$ cat src/sctd_pkg.sv
// ----------------------------------------------------------------------------
// sctd_pkg
// Shared types and constants of the start-code splitter and telemetry deframer.
// ----------------------------------------------------------------------------
package sctd_pkg;

    localparam int PAYLOAD_BYTES = 45;
    localparam int CHAIN_CELLS   = PAYLOAD_BYTES - 1;
    localparam int FILL_W        = 6;

    localparam logic [23:0] START_CODE = 24'h000001;
    localparam int          ROUTE_BIT  = 7;

    localparam int POS_TYPE      = 0;
    localparam int POS_COUNTER   = 7;
    localparam int POS_VALUE     = 13;
    localparam int POS_TIME_LOW  = 29;
    localparam int POS_TIME_HIGH = 33;

    localparam int QDEPTH = 4;
    localparam int QPTR_W = $clog2(QDEPTH);
    localparam int QCNT_W = QPTR_W + 1;

    typedef enum logic [1:0] {
        KIND_VIDEO      = 2'd0,
        KIND_RECORD     = 2'd1,
        KIND_MISALIGNED = 2'd2,
        KIND_INCOMPLETE = 2'd3
    } kind_t;

    typedef struct packed {
        kind_t       kind;
        logic [7:0]  video_byte;
        logic        unit_start;
        logic [7:0]  rec_type;
        logic [7:0]  rec_counter;
        logic [31:0] rec_value;
        logic [31:0] rec_time_low;
        logic [31:0] rec_time_high;
        logic        last;
    } result_t;

    typedef logic [7:0] chain_t [CHAIN_CELLS];

    // Payload byte pos sits in cell CHAIN_CELLS-1-pos while the final byte arrives
    function automatic logic [7:0] payload_at(chain_t chain, int pos);
        return chain[CHAIN_CELLS - 1 - pos];
    endfunction

    function automatic logic [31:0] word_at(chain_t chain, int pos);
        return {payload_at(chain, pos + 3), payload_at(chain, pos + 2),
                payload_at(chain, pos + 1), payload_at(chain, pos)};
    endfunction

endpackage

$ cat src/sctd_cell.sv
// ----------------------------------------------------------------------------
// sctd_cell
// One byte cell of the payload chain; takes its neighbor's byte on shift.
// ----------------------------------------------------------------------------
module sctd_cell (
    input  logic       clk,
    input  logic       shift_en,
    input  logic [7:0] d,
    output logic [7:0] q
);

    logic [7:0] byte_reg;
    logic [7:0] byte_next;

    always_comb
    begin
        byte_next = shift_en ? d : byte_reg;
    end

    always_ff @(posedge clk)
    begin
        byte_reg <= byte_next;
    end

    assign q = byte_reg;

endmodule

$ cat src/sctd_rqueue.sv
// ----------------------------------------------------------------------------
// sctd_rqueue
// Result queue: takes up to two words per cycle, hands out one unless the head is stalled.
// ----------------------------------------------------------------------------
module sctd_rqueue (
    input  logic              clk,
    input  logic              rst_n,
    input  logic [1:0]        push_cnt,
    input  sctd_pkg::result_t push0,
    input  sctd_pkg::result_t push1,
    output logic              full,
    output logic              head_valid,
    input  logic              head_stall,
    output sctd_pkg::result_t head
);

    sctd_pkg::result_t mem [sctd_pkg::QDEPTH];

    logic [sctd_pkg::QPTR_W-1:0] wr_ptr_reg, wr_ptr_next;
    logic [sctd_pkg::QPTR_W-1:0] rd_ptr_reg, rd_ptr_next;
    logic [sctd_pkg::QCNT_W-1:0] count_reg, count_next;
    logic                        pop;

    assign head_valid = (count_reg != '0);
    assign pop        = head_valid && !head_stall;
    assign full       = count_reg > sctd_pkg::QCNT_W'(sctd_pkg::QDEPTH - 2);
    assign head       = mem[rd_ptr_reg];

    always_comb
    begin
        wr_ptr_next = wr_ptr_reg + sctd_pkg::QPTR_W'(push_cnt);
        rd_ptr_next = rd_ptr_reg + sctd_pkg::QPTR_W'(pop);
        count_next  = count_reg + sctd_pkg::QCNT_W'(push_cnt) - sctd_pkg::QCNT_W'(pop);
    end

    always_ff @(posedge clk or negedge rst_n)
    begin
        if (!rst_n)
        begin
            wr_ptr_reg <= '0;
            rd_ptr_reg <= '0;
            count_reg  <= '0;
        end
        else
        begin
            wr_ptr_reg <= wr_ptr_next;
            rd_ptr_reg <= rd_ptr_next;
            count_reg  <= count_next;
        end
    end

    always_ff @(posedge clk)
    begin
        if (push_cnt != 2'd0)
        begin
            mem[wr_ptr_reg] <= push0;
        end
        if (push_cnt == 2'd2)
        begin
            mem[wr_ptr_reg + sctd_pkg::QPTR_W'(1)] <= push1;
        end
    end

    a_count_bound: assert property (@(posedge clk) disable iff (!rst_n)
        count_reg <= sctd_pkg::QCNT_W'(sctd_pkg::QDEPTH))
        else $error("result queue count out of range");

    a_no_overflow: assert property (@(posedge clk) disable iff (!rst_n)
        push_cnt != 2'd0 |->
        ({1'b0, count_reg} + (sctd_pkg::QCNT_W + 1)'(push_cnt)
         - (sctd_pkg::QCNT_W + 1)'(pop)) <= (sctd_pkg::QCNT_W + 1)'(sctd_pkg::QDEPTH))
        else $error("result queue overflow");

endmodule

$ cat src/start_code_splitter_telemetry_deframer_unit.sv
// ----------------------------------------------------------------------------
// start_code_splitter_telemetry_deframer_unit
// Splits a byte stream at 00 00 01 start codes into video and telemetry.
// ----------------------------------------------------------------------------
// Takes one stream byte per clock and gives its results one per clock through
// a four-word result queue; a byte is held off only while the queue has less
// than two free words, so with the result side open the block runs at one
// byte per cycle. The byte after a start code picks the route (bit 7 set for
// telemetry). Telemetry bytes shift through a chain of 44 byte cells; the
// 45th byte of a payload decodes the record or flags misalignment in the same
// cycle. A start code inside a partial payload gives an incomplete error
// word ahead of the byte's own result, if that byte gives one.
module start_code_splitter_telemetry_deframer_unit (
    input  logic        clk,
    input  logic        rst_n,
    input  logic        data_valid,
    output logic        data_stall,
    input  logic [7:0]  data_byte,
    output logic        result_valid,
    input  logic        result_stall,
    output logic [1:0]  kind,
    output logic [7:0]  video_byte,
    output logic        unit_start,
    output logic [7:0]  rec_type,
    output logic [7:0]  rec_counter,
    output logic [31:0] rec_value,
    output logic [31:0] rec_time_low,
    output logic [31:0] rec_time_high,
    output logic        last
);

    logic [23:0]                 recent_reg, recent_next;
    logic                        tele_reg, tele_next;
    logic [sctd_pkg::FILL_W-1:0] fill_reg, fill_next;

    sctd_pkg::chain_t  chain;
    logic              accept;
    logic              start;
    logic              route;
    logic              incomplete;
    logic              done;
    logic              has_main;
    logic              aligned;
    logic              shift_en;
    logic [sctd_pkg::FILL_W-1:0] fill_base;
    logic [1:0]        push_cnt;
    logic              q_full;
    sctd_pkg::result_t main_res;
    sctd_pkg::result_t inc_res;
    sctd_pkg::result_t push0;
    sctd_pkg::result_t head;

    assign accept     = data_valid && !data_stall;
    assign data_stall = q_full;

    always_comb
    begin
        start      = (recent_reg == sctd_pkg::START_CODE);
        route      = start ? data_byte[sctd_pkg::ROUTE_BIT] : tele_reg;
        fill_base  = start ? '0 : fill_reg;
        incomplete = start && tele_reg && (fill_reg != '0);
        done       = route && (fill_base == sctd_pkg::FILL_W'(sctd_pkg::PAYLOAD_BYTES - 1));
        has_main   = !route || done;
        aligned    = (chain[1] == 8'h00) && (chain[0] == 8'h00) && (data_byte == 8'h01);
        shift_en   = accept && route;

        main_res      = '0;
        main_res.last = 1'b1;
        if (!route)
        begin
            main_res.kind       = sctd_pkg::KIND_VIDEO;
            main_res.video_byte = data_byte;
            main_res.unit_start = start;
        end
        else if (aligned)
        begin
            main_res.kind          = sctd_pkg::KIND_RECORD;
            main_res.rec_type      = sctd_pkg::payload_at(chain, sctd_pkg::POS_TYPE);
            main_res.rec_counter   = sctd_pkg::payload_at(chain, sctd_pkg::POS_COUNTER);
            main_res.rec_value     = sctd_pkg::word_at(chain, sctd_pkg::POS_VALUE);
            main_res.rec_time_low  = sctd_pkg::word_at(chain, sctd_pkg::POS_TIME_LOW);
            main_res.rec_time_high = sctd_pkg::word_at(chain, sctd_pkg::POS_TIME_HIGH);
        end
        else
        begin
            main_res.kind = sctd_pkg::KIND_MISALIGNED;
        end

        inc_res      = '0;
        inc_res.kind = sctd_pkg::KIND_INCOMPLETE;
        inc_res.last = !has_main;

        push0 = incomplete ? inc_res : main_res;

        if (accept)
        begin
            push_cnt = 2'(incomplete) + 2'(has_main);
        end
        else
        begin
            push_cnt = 2'd0;
        end

        recent_next = recent_reg;
        tele_next   = tele_reg;
        fill_next   = fill_reg;
        if (accept)
        begin
            recent_next = {recent_reg[15:0], data_byte};
            tele_next   = route;
            if (!route)
            begin
                fill_next = fill_base;
            end
            else if (done)
            begin
                fill_next = '0;
            end
            else
            begin
                fill_next = fill_base + sctd_pkg::FILL_W'(1);
            end
        end
    end

    always_ff @(posedge clk or negedge rst_n)
    begin
        if (!rst_n)
        begin
            recent_reg <= '0;
            tele_reg   <= 1'b0;
            fill_reg   <= '0;
        end
        else
        begin
            recent_reg <= recent_next;
            tele_reg   <= tele_next;
            fill_reg   <= fill_next;
        end
    end

    for (genvar i = 0; i < sctd_pkg::CHAIN_CELLS; i++)
    begin : g_cell
        if (i == 0)
        begin : g_head
            sctd_cell u_cell (
                .clk      (clk),
                .shift_en (shift_en),
                .d        (data_byte),
                .q        (chain[i])
            );
        end
        else
        begin : g_body
            sctd_cell u_cell (
                .clk      (clk),
                .shift_en (shift_en),
                .d        (chain[i-1]),
                .q        (chain[i])
            );
        end
    end

    sctd_rqueue u_rqueue (
        .clk        (clk),
        .rst_n      (rst_n),
        .push_cnt   (push_cnt),
        .push0      (push0),
        .push1      (main_res),
        .full       (q_full),
        .head_valid (result_valid),
        .head_stall (result_stall),
        .head       (head)
    );

    assign kind          = head.kind;
    assign video_byte    = head.video_byte;
    assign unit_start    = head.unit_start;
    assign rec_type      = head.rec_type;
    assign rec_counter   = head.rec_counter;
    assign rec_value     = head.rec_value;
    assign rec_time_low  = head.rec_time_low;
    assign rec_time_high = head.rec_time_high;
    assign last          = head.last;

    a_fill_range: assert property (@(posedge clk) disable iff (!rst_n)
        fill_reg < sctd_pkg::FILL_W'(sctd_pkg::PAYLOAD_BYTES))
        else $error("fill index out of range");

    a_start_restarts: assert property (@(posedge clk) disable iff (!rst_n)
        accept && start |=> fill_reg <= sctd_pkg::FILL_W'(1))
        else $error("start code did not restart payload fill");

endmodule
$ cat config.mk
export PLATFORM = sky130hd
export DESIGN_NAME = start_code_splitter_telemetry_deframer_unit
export DESIGN_NICKNAME = d
export VERILOG_FILES = /design/src/sctd_pkg.sv /design/src/sctd_cell.sv /design/src/sctd_rqueue.sv /design/src/start_code_splitter_telemetry_deframer_unit.sv
export SDC_FILE = /design/constraint.sdc
export NUM_CORES = 1
export LEC_CHECK = 0
export ABC_AREA = 0
export BUFFER_PORTS_ARGS = -buffer_cell sky130_fd_sc_hd__buf_4
export CAP_MARGIN = 15
export CORE_UTILIZATION = 56
export DETAILED_ROUTE_END_ITERATION = 12
export GPL_ROUTABILITY_DRIVEN = 1
export PLACE_DENSITY = 0.72
export SYNTH_ARGS = -nofsm -noshare
export SYNTH_HDL_FRONTEND = slang
export SYNTH_HIERARCHICAL = 1
export SYNTH_SLANG_ARGS = --single-unit
$ cat constraint.sdc
create_clock -name clk -period 20.3 [get_ports clk]
set_input_delay 2.03 -clock clk [delete_from_list [all_inputs] [get_ports clk]]
set_output_delay 2.03 -clock clk [all_outputs]
set_load 0.01 [all_outputs]
## After elaboration in Yosys (flattened, before gate mapping)

Memory sizes are Yosys's and may differ from the RTL's.
Cells that the tools add are included.

- Register bits after elaboration: 390
- RAM bits: 496
- Input bits: 12
- Output and inout port bits: 126
- Word-level logic and storage cells: 96
- Memories kept: 1

- Add/sub/neg operators: 7
- Order comparisons: 1
- Eq/ne operators: 4
- Mux-type cells: 15
- Reduce and logical (&&, ||, !) cells: 18

Memories:

| name | words | bits a word | rd ports | clocked after Yosys merged registers in | wr ports | RTL line | source |
|---|---|---|---|---|---|---|---|
| u_rqueue.mem | 4 | 124 | 1 | 0 | 2 | sctd_rqueue.sv:17 | `sctd_pkg::result_t mem [sctd_pkg::QDEPTH];` |

Operators with widths:

| cell | number |
|---|---|
| $mux W112 | 2 |
| $mux W124 | 1 |
| $eq A24 B1 Y1 const B | 1 |
| $mux W6 | 3 |
| $logic_not A8 Y1 | 2 |
| $mux W9 | 1 |
| $eq A8 B1 Y1 const B | 1 |
| $logic_and A1 B1 Y1 | 8 |
| $add A6 B1 Y6 const B | 1 |
| $eq A6 B6 Y1 const B | 1 |
| $mux W2 | 3 |
| $reduce_bool A6 Y1 | 1 |
| $mux W1 | 5 |
| $logic_not A1 Y1 | 4 |
| $add A3 B2 Y3 | 1 |
| $gt A3 B2 Y1 const B | 1 |
| $reduce_bool A3 Y1 | 1 |
| $sub A3 B1 Y3 | 1 |
| $add A1 B1 Y2 | 1 |
| $add A2 B1 Y2 | 1 |
| $add A2 B1 Y2 const B | 1 |
| $add A2 B2 Y2 | 1 |
| $eq A2 B2 Y1 const B | 1 |
| $reduce_bool A2 Y1 | 1 |
| $logic_or A1 B1 Y1 | 1 |

## Depth between registers and ports, before layout

- Depth after elaboration: 10
- Depth in mapped cells: 19
- Gate-level depth less buffers: 17

## Hierarchy

Netlist, hierarchy kept.

Modules (own cells, without submodules):

| module | instances | cells each | area an instance (µm²) | seq. area each (µm²) |
|---|---|---|---|---|
| sctd_rqueue | 1 | 1,241 | 24,151.9 | 15,069.5 |
| sctd_cell | 44 | 8 | 240.2 | 240.2 |
| start_code_splitter_telemetry_deframer_unit | 1 | 638 | 4,903.5 | 775.7 |

## Worst setup path after synthesis

No wires, ideal clock.

- Path type: input to register
- From: input data_byte[7]
- To: register g_cell[0].g_head.u_cell.byte_reg[0], enable pin
- Setup time: 1.183 ns
- Arrival time: 19.513 ns
- Data required time: 19.117 ns
- Path slack: -0.396 ns
- Stages: 5
- Buffers on the path: 3
- Path through: buf_2 > nand3_4 > buf_2 > buf_2 > a21oi_1

- Cells in the longest elaborated chain, start to end: 2

Ends and longest elaborated chain:

| item | RTL line | source |
|---|---|---|
| from (decl) | start_code_splitter_telemetry_deframer_unit.sv:18 | `input logic [7:0] data_byte,` |
| $mux W1 | start_code_splitter_telemetry_deframer_unit.sv:59 | `route = start ? data_byte[sctd_pkg::ROUTE_BIT] : tele_reg;` |
| $logic_and A1 B1 Y1 | start_code_splitter_telemetry_deframer_unit.sv:65 | `shift_en = accept && route;` |
| via shift_en | start_code_splitter_telemetry_deframer_unit.sv:44 | `logic shift_en;` |
| to (signal assigned) | sctd_cell.sv:22 | `byte_reg <= byte_next;` |
| to (decl) | sctd_cell.sv:12 | `logic [7:0] byte_reg;` |

The timed path passes the listed nets, and every way through them passes these cells.
A chain may end at the register's enable or synchronous reset.

==> impl_summary.log <==
INFO  metric status = complete, no violations
INFO  metric clock_insertion_delay_worst_skew = 0.64 ns
INFO  metric ant_nets = 0
INFO  metric vias_per_cell = 6.22
INFO  metric yosysMostFrequentCell = edfxtp_1
INFO  metric worstHoldPathType = reg -> reg
INFO  metric minimum_setup_slack_after_placement = 13.15 ns
INFO  metric holdWs = 0.403 ns
INFO  metric yosys_warnings = 6
INFO  metric post_cts_buffers = 0
INFO  metric max_cap_check_violation_count = 0
INFO  metric setup_repair_after_global_routing_missed_its_margin = no
INFO  metric worstPathArrival = 6.74 ns
INFO  metric rows = 97
INFO  metric yosys.area.top_type_share = 64.3%
INFO  metric initial_antenna_violation_count = 3
INFO  metric h-tree-depth = 3
INFO  metric dominantRegCellSynth = edfxtp_1
INFO  metric start_util = 56.6%
INFO  metric post_layout_nonfiller_instances = 3332
INFO  metric clock-root-buffer = clkbuf_16
INFO  metric cts-buffers-inserted = 90
INFO  metric nNetsFinal = 2343
INFO  metric ys_top_cells_by_count = edfxtp_1, mux2_2, mux4_2, a211oi_2, inv_1
INFO  metric synth_area_leaders = edfxtp_1, mux2_2, mux4_2
INFO  metric width_of_the_die = 268 um
INFO  metric final_layout_size_suffix_gt1_share = 41.3%
INFO  metric initialDrtViolationCount = 1772
INFO  metric max_reg_flops = 496
INFO  metric r2r_slack = 13.98 ns
INFO  metric postCtsHoldBufs = 0
INFO  metric grt_first_pass_wirelength = 129000 um
INFO  metric finalHoldViolations = 0
INFO  metric leakage = 14.3 nW
INFO  metric antennaDiodeCount = 0
INFO  metric number_of_flops_mapped_to_enable_cells_by_yosys = 848
INFO  metric ioPinCount = 138
INFO  metric cts_tree = built
INFO  metric yosys_register_bits = 886
INFO  metric dr_wl_met3 = 5780 um
INFO  metric cts.repair.resized = 0
INFO  metric timing.final.crit_period = 6.48 ns
INFO  metric die_y = 268 um
INFO  metric totalNegativeSetupSlack = 0 ns
INFO  metric areaGrowthSynthToFinish = 11.1%
INFO  metric dp.cells = 3171
INFO  metric clkSinkCount = 886
INFO  metric tot_gr_track_use = 24.1%
INFO  metric synth_async_sr_flop_share = 4.29%
INFO  metric timing_worst_setup_path_type = in -> reg
INFO  metric critPathLaunchType = input port
INFO  metric fmax = 154 MHz
INFO  metric final_min_period_over_clock_period = 31.9%
INFO  metric core-area = 70000 um^2
INFO  metric grt_start_max_net_pins = 198
INFO  metric clkSlewWorstSetupHoldPaths = 0.06 ns
INFO  metric routed_via_count = 20700
INFO  metric p_per_area = 106 nW/um^2
INFO  metric drt_first_pass_iters = 7
INFO  metric io_buffer_count = 137
INFO  metric dpl.hpwl = 45200 um
INFO  metric grt_overflow_total = 0
INFO  metric worstSetupEndpointType = flip-flop
INFO  metric synthesis.area = 39600 um^2
INFO  metric yosysTopAreaCell = edfxtp_1
INFO  metric fin_worst_skew = 0.0261 ns
INFO  metric avgRoutedWirePerCell = 25.8 um
INFO  metric grt_pass1_vias = 21600
INFO  metric top_layer_used = met5
INFO  metric finalWirelength = 85800 um
INFO  metric peak_supply_drop = 88.1 uV
INFO  metric wirelength_met1 = 35700 um
INFO  metric path_max_fanout = 56
INFO  metric final_max_slew_viol_count = 0
INFO  metric post_synth_inst_count = 2231
INFO  metric setup_violations = 0
INFO  metric synth.distinct_cells = 58
INFO  metric worst_slew_pin_slew = 1.27 ns
INFO  metric clk_path_buf_depth = 3
INFO  metric critPathRequiredTime = 20.55 ns
INFO  metric routability_cong = 0.764
INFO  metric design.die.area = 71800 um^2
INFO  metric finalPower = 4.67 mW
INFO  metric synth-seq-area-share = 66.7%
INFO  metric post-route-worst-setup-slack = 13.82 ns
INFO  metric max_slew_margin = 15.1%
INFO  metric dpl_cell_area = 41300 um^2
INFO  metric utilization_after_layout = 62.9%
INFO  metric fin_area = 44000 um^2
INFO  metric remaining_drc_errors = 0
INFO  metric syn_area_per_cell = 17.8 um^2
INFO  metric met2WireLength = 42100 um
[worst max-delay path, cell delays in order]
cell     delay, ns
buf_4         0.17
nand3_4       0.58
o21a_1        0.33
ha_1          0.28
and2_1        0.23
nor2b_2       0.26
and3b_4       0.70
a21o_4        0.48
buf_4         0.72
buf_4         0.88
[placed cells by master, fill, tap and decap left out, types with 5 or more instances in the layout]
| cell | netlist | layout |
|---|---|---|
| ha_1 | 6 | 6 |
| mux2_2 | 436 | 436 |
| a21oi_1 | 44 | 43 |
| clkinv_1 | 0 | 17 |
| mux4_2 | 124 | 124 |
| a211oi_2 | 116 | 116 |
| nand2_1 | 87 | 87 |
| and3_1 | 18 | 18 |
| nor2_1 | 11 | 10 |
| edfxtp_1 | 848 | 848 |
| a211oi_1 | 71 | 71 |
| inv_1 | 101 | 101 |
| clkbuf_16 | 0 | 92 |
| and2_1 | 5 | 5 |
| buf_4 | 35 | 164 |
| dfrtp_1 | 38 | 36 |
| nand3_1 | 26 | 25 |
| nor4_1 | 7 | 7 |
| clkbuf_1 | 31 | 24 |
| clkinv_2 | 0 | 15 |
| bufinv_16 | 0 | 5 |
| mux2_1 | 60 | 60 |
[per-layer routing]
metal	GRT usage, %	up-vias
met5	0	-
met4	8.56	2
met3	4.56	141
met2	39.2	729
met1	32.7	10800
li1	-	9074
[power by group]
part           total, mW  switching, mW  internal (mW)  leakage [nW]
combinational      0.668          0.411          0.256          5.54
sequential          2.43          0.142           2.29          7.41
clock               1.58          0.682          0.895          1.35
total               4.67           1.23           3.44          14.3
[logic make-up (layout without fill, tap and decap cells)]
kind of cell	Yosys count	count (layout)	synth area share [%]
and+or+nand+nor	182	182	2.37
DFF	886	886	66.7
buffers and inverters	272	430	3.37
AOI/OAI and AO/OA	257	257	6.08
muxes	620	620	21.1
other	1	4	0.00946
adders and majority gates	7	7	0.240
xor gates and xnor gates	6	6	0.133
[worst paths after layout]
kind / to / cells after the start / startpoint
worst max-delay path: u_rqueue/mem[2][65]$_DFFE_PP_ / 10 / data_byte[7]
min in group asynchronous: recent_reg[3]$_DFFE_PN0P_ / 1 / rst_n
worst min register to register: g_cell[26].g_body.u_cell/q[2]$_DFFE_PP_ / 0 / g_cell[25].g_body.u_cell/q[2]$_DFFE_PP_
worst min-delay path: g_cell[26].g_body.u_cell/q[2]$_DFFE_PP_ / 0 / g_cell[25].g_body.u_cell/q[2]$_DFFE_PP_
max in group asynchronous: u_rqueue/rd_ptr_reg[1]$_DFF_PN0_ / 1 / rst_n
worst max register to register: u_rqueue/mem[2][65]$_DFFE_PP_ / 17 / recent_reg[1]$_DFFE_PN0P_
[area by class of cell]
class	count	area [um^2]
flip-flops and latches	886	26400
fillers	4837	26000
multi-input cells	1076	12000
clock buffers	116	2390
repair buffers	169	1320
well taps	940	1180
inverters	101	379
clock inverters	44	368
(Power assumes the default switching activity.)
